[src/rtl/core/tlbrp_pkg.sv]
package tlbrp_pkg;

  // Table geometry and field widths
  localparam int ENTRIES   = 16;
  localparam int IDX_W     = $clog2(ENTRIES);
  localparam int PAGE_W    = 20;
  localparam int OUT_IDX_W = 4;
  localparam int CLOCK_W   = 32;
  localparam int COUNT_W   = 16;
  localparam int POLICY_W  = 2;

  // Replacement policy codes (code 3 falls back to oldest insert)
  localparam logic [POLICY_W-1:0] POL_FIFO = 2'd0;
  localparam logic [POLICY_W-1:0] POL_LRU  = 2'd1;
  localparam logic [POLICY_W-1:0] POL_LFU  = 2'd2;

  // Command codes
  localparam logic CMD_LOOKUP = 1'b0;
  localparam logic CMD_INSERT = 1'b1;

  typedef struct packed {
    logic              command;
    logic [PAGE_W-1:0] page_number;
    logic [PAGE_W-1:0] frame_number;
  } req_t;

  typedef struct packed {
    logic                 hit;
    logic [PAGE_W-1:0]    found_frame;
    logic [OUT_IDX_W-1:0] entry_index;
  } rsp_t;

  // One entry as seen on the store's read port
  typedef struct packed {
    logic               valid;
    logic [PAGE_W-1:0]  page;
    logic [PAGE_W-1:0]  frame;
    logic [CLOCK_W-1:0] added;
    logic [CLOCK_W-1:0] last_used;
    logic [COUNT_W-1:0] use_count;
  } entry_t;

  // Update to the store: fill a slot, or touch it after a hit
  typedef struct packed {
    logic               en;
    logic               fill;
    logic [IDX_W-1:0]   idx;
    logic [PAGE_W-1:0]  page;
    logic [PAGE_W-1:0]  frame;
    logic [CLOCK_W-1:0] stamp;
  } wr_t;

  // Completion of one request from the sequencer
  typedef struct packed {
    logic done;
    rsp_t rsp;
  } fin_t;

endpackage

[src/rtl/core/tlbrp_store.sv]
module tlbrp_store (
  input  logic                             clk,
  input  logic                             rst,
  input  logic [tlbrp_pkg::IDX_W-1:0]      rd_idx,
  output tlbrp_pkg::entry_t                rd,
  input  tlbrp_pkg::wr_t                   wr
);

  logic                            valid     [tlbrp_pkg::ENTRIES];
  logic [tlbrp_pkg::PAGE_W-1:0]    page      [tlbrp_pkg::ENTRIES];
  logic [tlbrp_pkg::PAGE_W-1:0]    frame     [tlbrp_pkg::ENTRIES];
  logic [tlbrp_pkg::CLOCK_W-1:0]   added     [tlbrp_pkg::ENTRIES];
  logic [tlbrp_pkg::CLOCK_W-1:0]   last_used [tlbrp_pkg::ENTRIES];
  logic [tlbrp_pkg::COUNT_W-1:0]   use_count [tlbrp_pkg::ENTRIES];
  logic [tlbrp_pkg::COUNT_W-1:0]   count_next;

  // Select the entry under the scan pointer
  always_comb begin
    rd.valid     = valid[rd_idx];
    rd.page      = page[rd_idx];
    rd.frame     = frame[rd_idx];
    rd.added     = added[rd_idx];
    rd.last_used = last_used[rd_idx];
    rd.use_count = use_count[rd_idx];
  end

  // Saturating use count for the entry being touched
  always_comb begin
    if (use_count[wr.idx] == {tlbrp_pkg::COUNT_W{1'b1}}) begin
      count_next = use_count[wr.idx];
    end else begin
      count_next = use_count[wr.idx] + tlbrp_pkg::COUNT_W'(1);
    end
  end

  // Clear valid bits on reset, set them on fill
  always_ff @(posedge clk) begin
    if (rst) begin
      for (int i = 0; i < tlbrp_pkg::ENTRIES; i++) begin
        valid[i] <= 1'b0;
      end
    end else if (wr.en && wr.fill) begin
      valid[wr.idx] <= 1'b1;
    end
  end

  // Write entry payload
  always_ff @(posedge clk) begin
    if (wr.en) begin
      last_used[wr.idx] <= wr.stamp;
      if (wr.fill) begin
        page[wr.idx]      <= wr.page;
        frame[wr.idx]     <= wr.frame;
        added[wr.idx]     <= wr.stamp;
        use_count[wr.idx] <= '0;
      end else begin
        use_count[wr.idx] <= count_next;
      end
    end
  end

endmodule

[src/rtl/core/tlbrp_seq.sv]
module tlbrp_seq (
  input  logic                            clk,
  input  logic                            rst,
  input  logic                            start,
  output logic                            busy,
  input  tlbrp_pkg::req_t                 req,
  input  logic [tlbrp_pkg::POLICY_W-1:0]  policy,
  input  logic [tlbrp_pkg::CLOCK_W-1:0]   stamp,
  output logic [tlbrp_pkg::IDX_W-1:0]     rd_idx,
  input  tlbrp_pkg::entry_t               rd,
  output tlbrp_pkg::wr_t                  wr,
  output tlbrp_pkg::fin_t                 fin
);

  typedef enum logic [2:0] {
    ST_IDLE  = 3'b001,
    ST_SCAN  = 3'b010,
    ST_WRITE = 3'b100
  } state_t;

  state_t                          state;
  tlbrp_pkg::req_t                 cur;
  logic [tlbrp_pkg::IDX_W-1:0]     idx;
  logic [tlbrp_pkg::IDX_W-1:0]     sel_idx;
  logic [tlbrp_pkg::IDX_W-1:0]     best_idx;
  logic [tlbrp_pkg::CLOCK_W-1:0]   best_key;
  logic                            found;
  logic [tlbrp_pkg::PAGE_W-1:0]    frame;

  logic [tlbrp_pkg::CLOCK_W-1:0]   key;
  logic                            take;
  logic [tlbrp_pkg::IDX_W-1:0]     best_idx_next;
  logic [tlbrp_pkg::CLOCK_W-1:0]   best_key_next;
  logic                            last;
  logic                            match;

  assign busy   = (state != ST_IDLE);
  assign rd_idx = idx;
  assign last   = (idx == tlbrp_pkg::IDX_W'(tlbrp_pkg::ENTRIES - 1));
  assign match  = rd.valid && (rd.page == cur.page_number);

  // Victim key of the entry under the pointer
  always_comb begin
    case (policy)
      tlbrp_pkg::POL_LRU: key = rd.last_used;
      tlbrp_pkg::POL_LFU: key = tlbrp_pkg::CLOCK_W'(rd.use_count);
      default:            key = rd.added;
    endcase
  end

  // Shared compare: keep the strictly smaller key, first entry seeds it
  always_comb begin
    take = (idx == '0) || (key < best_key);
    if (take) begin
      best_idx_next = idx;
      best_key_next = key;
    end else begin
      best_idx_next = best_idx;
      best_key_next = best_key;
    end
  end

  // Advance the sequencer
  always_ff @(posedge clk) begin
    if (rst) begin
      state <= ST_IDLE;
    end else begin
      case (state)
        ST_IDLE: begin
          if (start) begin
            state <= ST_SCAN;
          end
        end
        ST_SCAN: begin
          if (cur.command == tlbrp_pkg::CMD_LOOKUP) begin
            if (match || last) begin
              state <= ST_WRITE;
            end
          end else if (!rd.valid || last) begin
            state <= ST_WRITE;
          end
        end
        ST_WRITE: state <= ST_IDLE;
        default:  state <= ST_IDLE;
      endcase
    end
  end

  // Hold request and scan results
  always_ff @(posedge clk) begin
    case (state)
      ST_IDLE: begin
        cur   <= req;
        idx   <= '0;
        found <= 1'b0;
      end
      ST_SCAN: begin
        idx <= idx + tlbrp_pkg::IDX_W'(1);
        if (cur.command == tlbrp_pkg::CMD_LOOKUP) begin
          if (match) begin
            found   <= 1'b1;
            sel_idx <= idx;
            frame   <= rd.frame;
          end
        end else if (!rd.valid) begin
          sel_idx <= idx;
        end else begin
          best_idx <= best_idx_next;
          best_key <= best_key_next;
          sel_idx  <= best_idx_next;
        end
      end
      default: begin
      end
    endcase
  end

  // Drive the store update and the completion
  always_comb begin
    wr.en    = (state == ST_WRITE) && ((cur.command == tlbrp_pkg::CMD_INSERT) || found);
    wr.fill  = (cur.command == tlbrp_pkg::CMD_INSERT);
    wr.idx   = sel_idx;
    wr.page  = cur.page_number;
    wr.frame = cur.frame_number;
    wr.stamp = stamp;

    fin.done            = (state == ST_WRITE);
    fin.rsp.hit         = found;
    fin.rsp.found_frame = found ? frame : '0;
    if ((cur.command == tlbrp_pkg::CMD_INSERT) || found) begin
      fin.rsp.entry_index = tlbrp_pkg::OUT_IDX_W'(sel_idx);
    end else begin
      fin.rsp.entry_index = '0;
    end
  end

endmodule

[src/rtl/core/tlb_with_replacement_policy.sv]
// Channel   | Signals                 | Handshake
// ----------+-------------------------+------------------------------------------
// request   | start, busy, req        | taken at a clock edge with start & !busy
// result    | done, rsp               | done high one cycle, always taken
// config    | wr_en, wr_data          | replacement policy written when wr_en high
//
// A request scans the entries one per cycle through one compare unit, then
// ends with the update state; a lookup stops its scan at the first hit.
// The result shows in the cycle after the update. Reset empties every
// entry, sets the policy to oldest insert and clears the request counter.
// The receiver cannot stall.
module tlb_with_replacement_policy (
  input  logic                             clk,
  input  logic                             rst,
  input  logic                             start,
  output logic                             busy,
  input  tlbrp_pkg::req_t                  req,
  output logic                             done,
  output tlbrp_pkg::rsp_t                  rsp,
  input  logic                             wr_en,
  input  logic [tlbrp_pkg::POLICY_W-1:0]   wr_data
);

  logic [tlbrp_pkg::POLICY_W-1:0]  policy;
  logic [tlbrp_pkg::CLOCK_W-1:0]   item_clock;
  logic [tlbrp_pkg::IDX_W-1:0]     rd_idx;
  tlbrp_pkg::entry_t               rd;
  tlbrp_pkg::wr_t                  wr;
  tlbrp_pkg::fin_t                 fin;

  tlbrp_store u_store (
    .clk    (clk),
    .rst    (rst),
    .rd_idx (rd_idx),
    .rd     (rd),
    .wr     (wr)
  );

  tlbrp_seq u_seq (
    .clk    (clk),
    .rst    (rst),
    .start  (start),
    .busy   (busy),
    .req    (req),
    .policy (policy),
    .stamp  (item_clock),
    .rd_idx (rd_idx),
    .rd     (rd),
    .wr     (wr),
    .fin    (fin)
  );

  // Hold the policy register
  always_ff @(posedge clk) begin
    if (rst) begin
      policy <= tlbrp_pkg::POL_FIFO;
    end else if (wr_en) begin
      policy <= wr_data;
    end
  end

  // Advance the saturating request counter
  always_ff @(posedge clk) begin
    if (rst) begin
      item_clock <= '0;
    end else if (fin.done && (item_clock != {tlbrp_pkg::CLOCK_W{1'b1}})) begin
      item_clock <= item_clock + tlbrp_pkg::CLOCK_W'(1);
    end
  end

  // Register the result strobe
  always_ff @(posedge clk) begin
    if (rst) begin
      done <= 1'b0;
    end else begin
      done <= fin.done;
    end
  end

  // Register the result payload
  always_ff @(posedge clk) begin
    if (fin.done) begin
      rsp <= fin.rsp;
    end
  end

endmodule

[config.mk]
export PLATFORM = sky130hd
export DESIGN_NAME = tlb_with_replacement_policy
export DESIGN_NICKNAME = d
export VERILOG_FILES = /design/src/rtl/core/tlbrp_pkg.sv /design/src/rtl/core/tlbrp_store.sv /design/src/rtl/core/tlbrp_seq.sv /design/src/rtl/core/tlb_with_replacement_policy.sv
export SDC_FILE = /design/constraint.sdc
export NUM_CORES = 2
export LEC_CHECK = 0
export BUFFER_PORTS_ARGS = -buffer_cell sky130_fd_sc_hd__buf_2
export CORE_ASPECT_RATIO = 1.4
export CORE_MARGIN = 8
export CORE_UTILIZATION = 40
export DETAILED_ROUTE_END_ITERATION = 12
export GPL_TIMING_DRIVEN = 0
export PLACE_DENSITY = 0.51
export SYNTH_ARGS = -nofsm -noshare
export SYNTH_HDL_FRONTEND = slang
export SYNTH_SLANG_ARGS = --single-unit
[constraint.sdc]
create_clock -name clk -period 19.03 [get_ports clk]
set_input_delay 3.806 -clock clk [delete_from_list [all_inputs] [get_ports clk]]
set_output_delay 3.806 -clock clk [all_outputs]
set_load 0.1 [all_outputs]
==> results.json <==
{
  "status": "finished, final reports clean",
  "cp_num_buf_inv": 8,
  "design.core.area_sq_um": 209200,
  "seq_power_share_pct": 52.7,
  "cts_sinks": 2113,
  "cts_tree": "built",
  "route.detailed.drc": 0,
  "hold_path_end": "u_store.valid[10]$_DFF_P_",
  "p_leak_nw": 31.05,
  "ctsHtreeMaxLevel": 4,
  "p_int_mw": 7.614,
  "cts_root_buffer": "clkbuf_16",
  "maxCapViolations": 0,
  "fin_util_pct": 46.32,
  "fin_setup_tns_ns": 0,
  "fmaxAchievable_mhz": 109.0,
  "layout_setup_ws_ns": 9.857,
  "ant_nets": 0,
  "p_comb_share_pct": 6.5,
  "syn_avg_cell_area_sq_um": 21.33,
  "fp.dieArea_sq_um": 224800,
  "grt_pass1_vias": 43590,
  "num_io_pins": 74,
  "post_drt_via_cell_ratio": 5.739,
  "io_buffers": 72,
  "setup_viol": 0,
  "slew_headroom_pct": 10.61,
  "yosysWarnings": 0,
  "ir_drop_mv": 0.07467,
  "dpl_cell_area_sq_um": 90440,
  "fin_crit_ns": 9.173,
  "routed_wl_um": 231500,
  "gp_congestion": 0.7878,
  "critical_path_depth": 18,
  "rsz0062_at_grt": "no",
  "synth-seq-cells": 2113,
  "path_class": "reg2reg",
  "drive_gt1_share_pct": 27.34,
  "post_cts_buffers": 0,
  "ys_async_sr_fraction_pct": 0,
  "cp.required_ns": 19.58,
  "syn_to_final_growth_pct": 15.51,
  "grt_start_max_net_pins": 39,
  "pre_cts_slack_ns": 9.887,
  "synth_edf_count": 2051,
  "hold_buffers": 0,
  "worst_setup_path_start_kind": "flop",
  "slew_viol_final": 0,
  "synth_fp_nets": 4015,
  "r2r-end": "u_seq.best_key[27]$_DFFE_PP_",
  "worst_pin_slew_ns": 1.341,
  "hpwl_um": 153400,
  "clk_pin_slew_ns": 0.06,
  "worstPathCellList": "buf_4, buf_2, buf_4, buf_2, clkbuf_1, clkbuf_1, clkbuf_1, mux4_2, nand2_1, o21ai_0, ha_1, nand4_1, nor4_1, nand4_1, o211ai_1, nand2_1, and2_2, buf_12",
  "insertion_delay_ns": 0.84,
  "slowest_stage": "nor4_1",
  "fin_skew_ns": 0.04917,
  "min_path_cells": 2,
  "cp_max_fo": 31,
  "cts_buffer_depth": 4,
  "p_per_area_nw_per_um2": 100.6,
  "hold_class": "reg2reg",
  "grt-ovfl-total": 0,
  "drt-initial-drc-count": 3822,
  "grt_first_pass_wirelength_um": 328200,
  "rows": 199,
  "ff2ff_setup_slack_ns": 9.86,
  "die_y_um": 557.8,
  "hold_viol": 0,
  "track_usage_pct": 20.31,
  "power_mw": 9.745,
  "cp.arrival_ns": 9.73,
  "cts_resized": 0,
  "final_area_sq_um": 96880,
  "crit_top_cell": "clkbuf_1",
  "switching_share_pct": 21.86,
  "initial_utilization_pct": 40.10,
  "power_frac_clock_pct": 40.8,
  "path_delay_family": "buffers and inverters",
  "ys.flop_type": "edfxtp_1",
  "seq_area_frac_synth_pct": 74.92,
  "end_kind": "flop",
  "syn_inst": 3931,
  "vias": 41502,
  "reg2reg_depth": 18,
  "syn-cell-area_sq_um": 83870,
  "drt_first_pass_iters": 5,
  "nets": 4442,
  "holdCritStartpoint": "u_store.valid[10]$_DFF_P_",
  "power_switching_mw": 2.130,
  "routedWlPerCell_um": 32.02,
  "critPathMaxStageDelay_ns": 1.12,
  "antenna_found_initial": 6,
  "die_x_um": 403.0,
  "cts_buffers": 202,
  "finalCritPeriodShare_pct": 48.20,
  "yosysUniqueCellTypes": 79
}
-- registers in the layout, indices dropped and copies added (netlist names), 20 cells and up, named ones only --
name	cells
item_clock	32
rsp	25
u_seq.best_key	32
u_seq.frame	20
u_seq.wr	41
u_store.added	512
u_store.frame	320
u_store.last_used	512
u_store.page	320
u_store.use_count	256
-- tightest hold or removal path: stages (launching register included) --
cell and delay [ns]:
dfxtp_1 0.33, nor2_1 0.05, nor2_1 0.07
-- routing by layer --
layer  vias to the layer above  wire (um)  part of all wire [%]  GRT usage, %
li1                      17365          -                     -             -
met1                     22616      92000                    40         25.61
met2                      1172     122600                    53         36.93
met3                       349       9868                   4.3         2.266
met4                         0       7085                   3.1         6.079
met5                         -          0                     0             0
-- kinds of logic after synthesis --
logic type               Yosys count  synth area share (%)
XOR/XNOR                          59                0.6162
multiplexers                     754                 17.68
flip-flops                      2113                 74.92
AO/OA/AOI/OAI                    284                 2.427
AND/OR/NAND/NOR                  418                 2.423
adder cells (fa/ha/maj)           37                0.5520
buffers and inverters            266                 1.380
-- area by class of cell --
type	instances	area [sq um]
antenna	5	12.51
fill	17572	112300
clock inverter	114	1074
timing repair buffer	223	2849
tap	2713	3395
clock buffer	245	5310
sequential	2113	62840
inverter	59	221.5
buffer	207	938.4
multi-input combinational	1552	20240
-- per-stage QoR --
| stage | cells | hold WS, ns |
|---|---|---|
| after floorplan | 3931 | 0.4348 |
| final | 7231 | 0.4739 |
| after global routing | 7227 | 0.4970 |
| after global placement | 6716 | 0.4436 |
| after CTS | 7225 | 0.4734 |
| after detailed placement | 6866 | 0.4586 |
-- power by group through the flow --
stage / clock [mW] / sequential, mW / combinational (mW)
after floorplan: 0 / 5.22 / 0.410
after global placement: 0 / 5.24 / 0.634
after detailed placement: 0 / 5.24 / 0.640
after CTS: 4.06 / 5.14 / 0.642
after global routing: 4.21 / 5.14 / 0.669
final: 3.98 / 5.14 / 0.629
-- worst max path at each step --
| stage | from | endpoint |
|---|---|---|
| after floorplan | u_seq.state[1]$_SDFFE_PP0P_ | busy |
| after global placement | u_seq.state[1]$_SDFFE_PP0P_ | u_store.added[0][24]$_DFFE_PP_ |
| after detailed placement | flop | u_seq.best_key[24]$_DFFE_PP_ |
| after CTS | flop | u_seq.best_key[28]$_DFFE_PP_ |
| after global routing | flop | u_seq.best_key[28]$_DFFE_PP_ |
| final | flop | u_seq.best_key[27]$_DFFE_PP_ |
-- Yosys cell counts (4+ instances only) --
master,count,area share [%]
o21ai_0,71,0.42
and2_1,27,0.20
a221oi_1,46,0.48
nand4_1,19,0.14
or3_1,17,0.13
buf_1,22,0.098
nand3b_1,5,0.045
or2_2,5,0.037
nand2b_1,10,0.075
o211ai_1,8,0.072
a31oi_1,4,0.030
inv_1,56,0.25
a22o_1,4,0.042
buf_4,11,0.098
clkbuf_1,122,0.55
a211oi_1,15,0.13
a21oi_1,28,0.17
o2111ai_1,5,0.052
buf_2,45,0.27
ha_1,37,0.55
o22ai_1,7,0.052
dfxtp_1,62,1.5
o211a_1,5,0.060
edfxtp_1,2051,73
mux2i_1,162,1.9
nor4_1,8,0.060
nor2b_1,9,0.067
mux4_2,569,15
mux4_1,9,0.28
nor2_1,135,0.60
a21o_1,14,0.13
nand3_1,20,0.12
a22oi_1,40,0.36
mux2_2,14,0.19
nor3_1,23,0.14
o21ba_2,5,0.060
buf_6,6,0.081
xnor2_1,29,0.30
xor2_1,30,0.31
and3_1,8,0.060
nand2_1,107,0.48
-- layout by cell type (no fill, tap or decap), types with 14 or more instances in the layout --
cell,count
mux2_2,14
edfxtp_1,2051
xor2_1,30
buf_1,22
bufinv_16,21
clkinv_1,44
a22oi_1,40
and2_1,26
clkbuf_1,157
buf_12,48
xnor2_1,29
mux4_2,569
or3_1,17
a21o_1,14
clkbuf_16,205
inv_1,55
nand3_1,20
clkinv_2,38
buf_4,15
a221oi_1,46
ha_1,37
buf_6,75
buf_16,22
nor2_1,99
dfxtp_1,54
nor2_4,36
o21ai_0,71
buf_2,117
nand4_1,19
nand2_1,107
a21oi_1,28
mux2i_1,162
No activity file was read; power rests on OpenSTA's default activity.
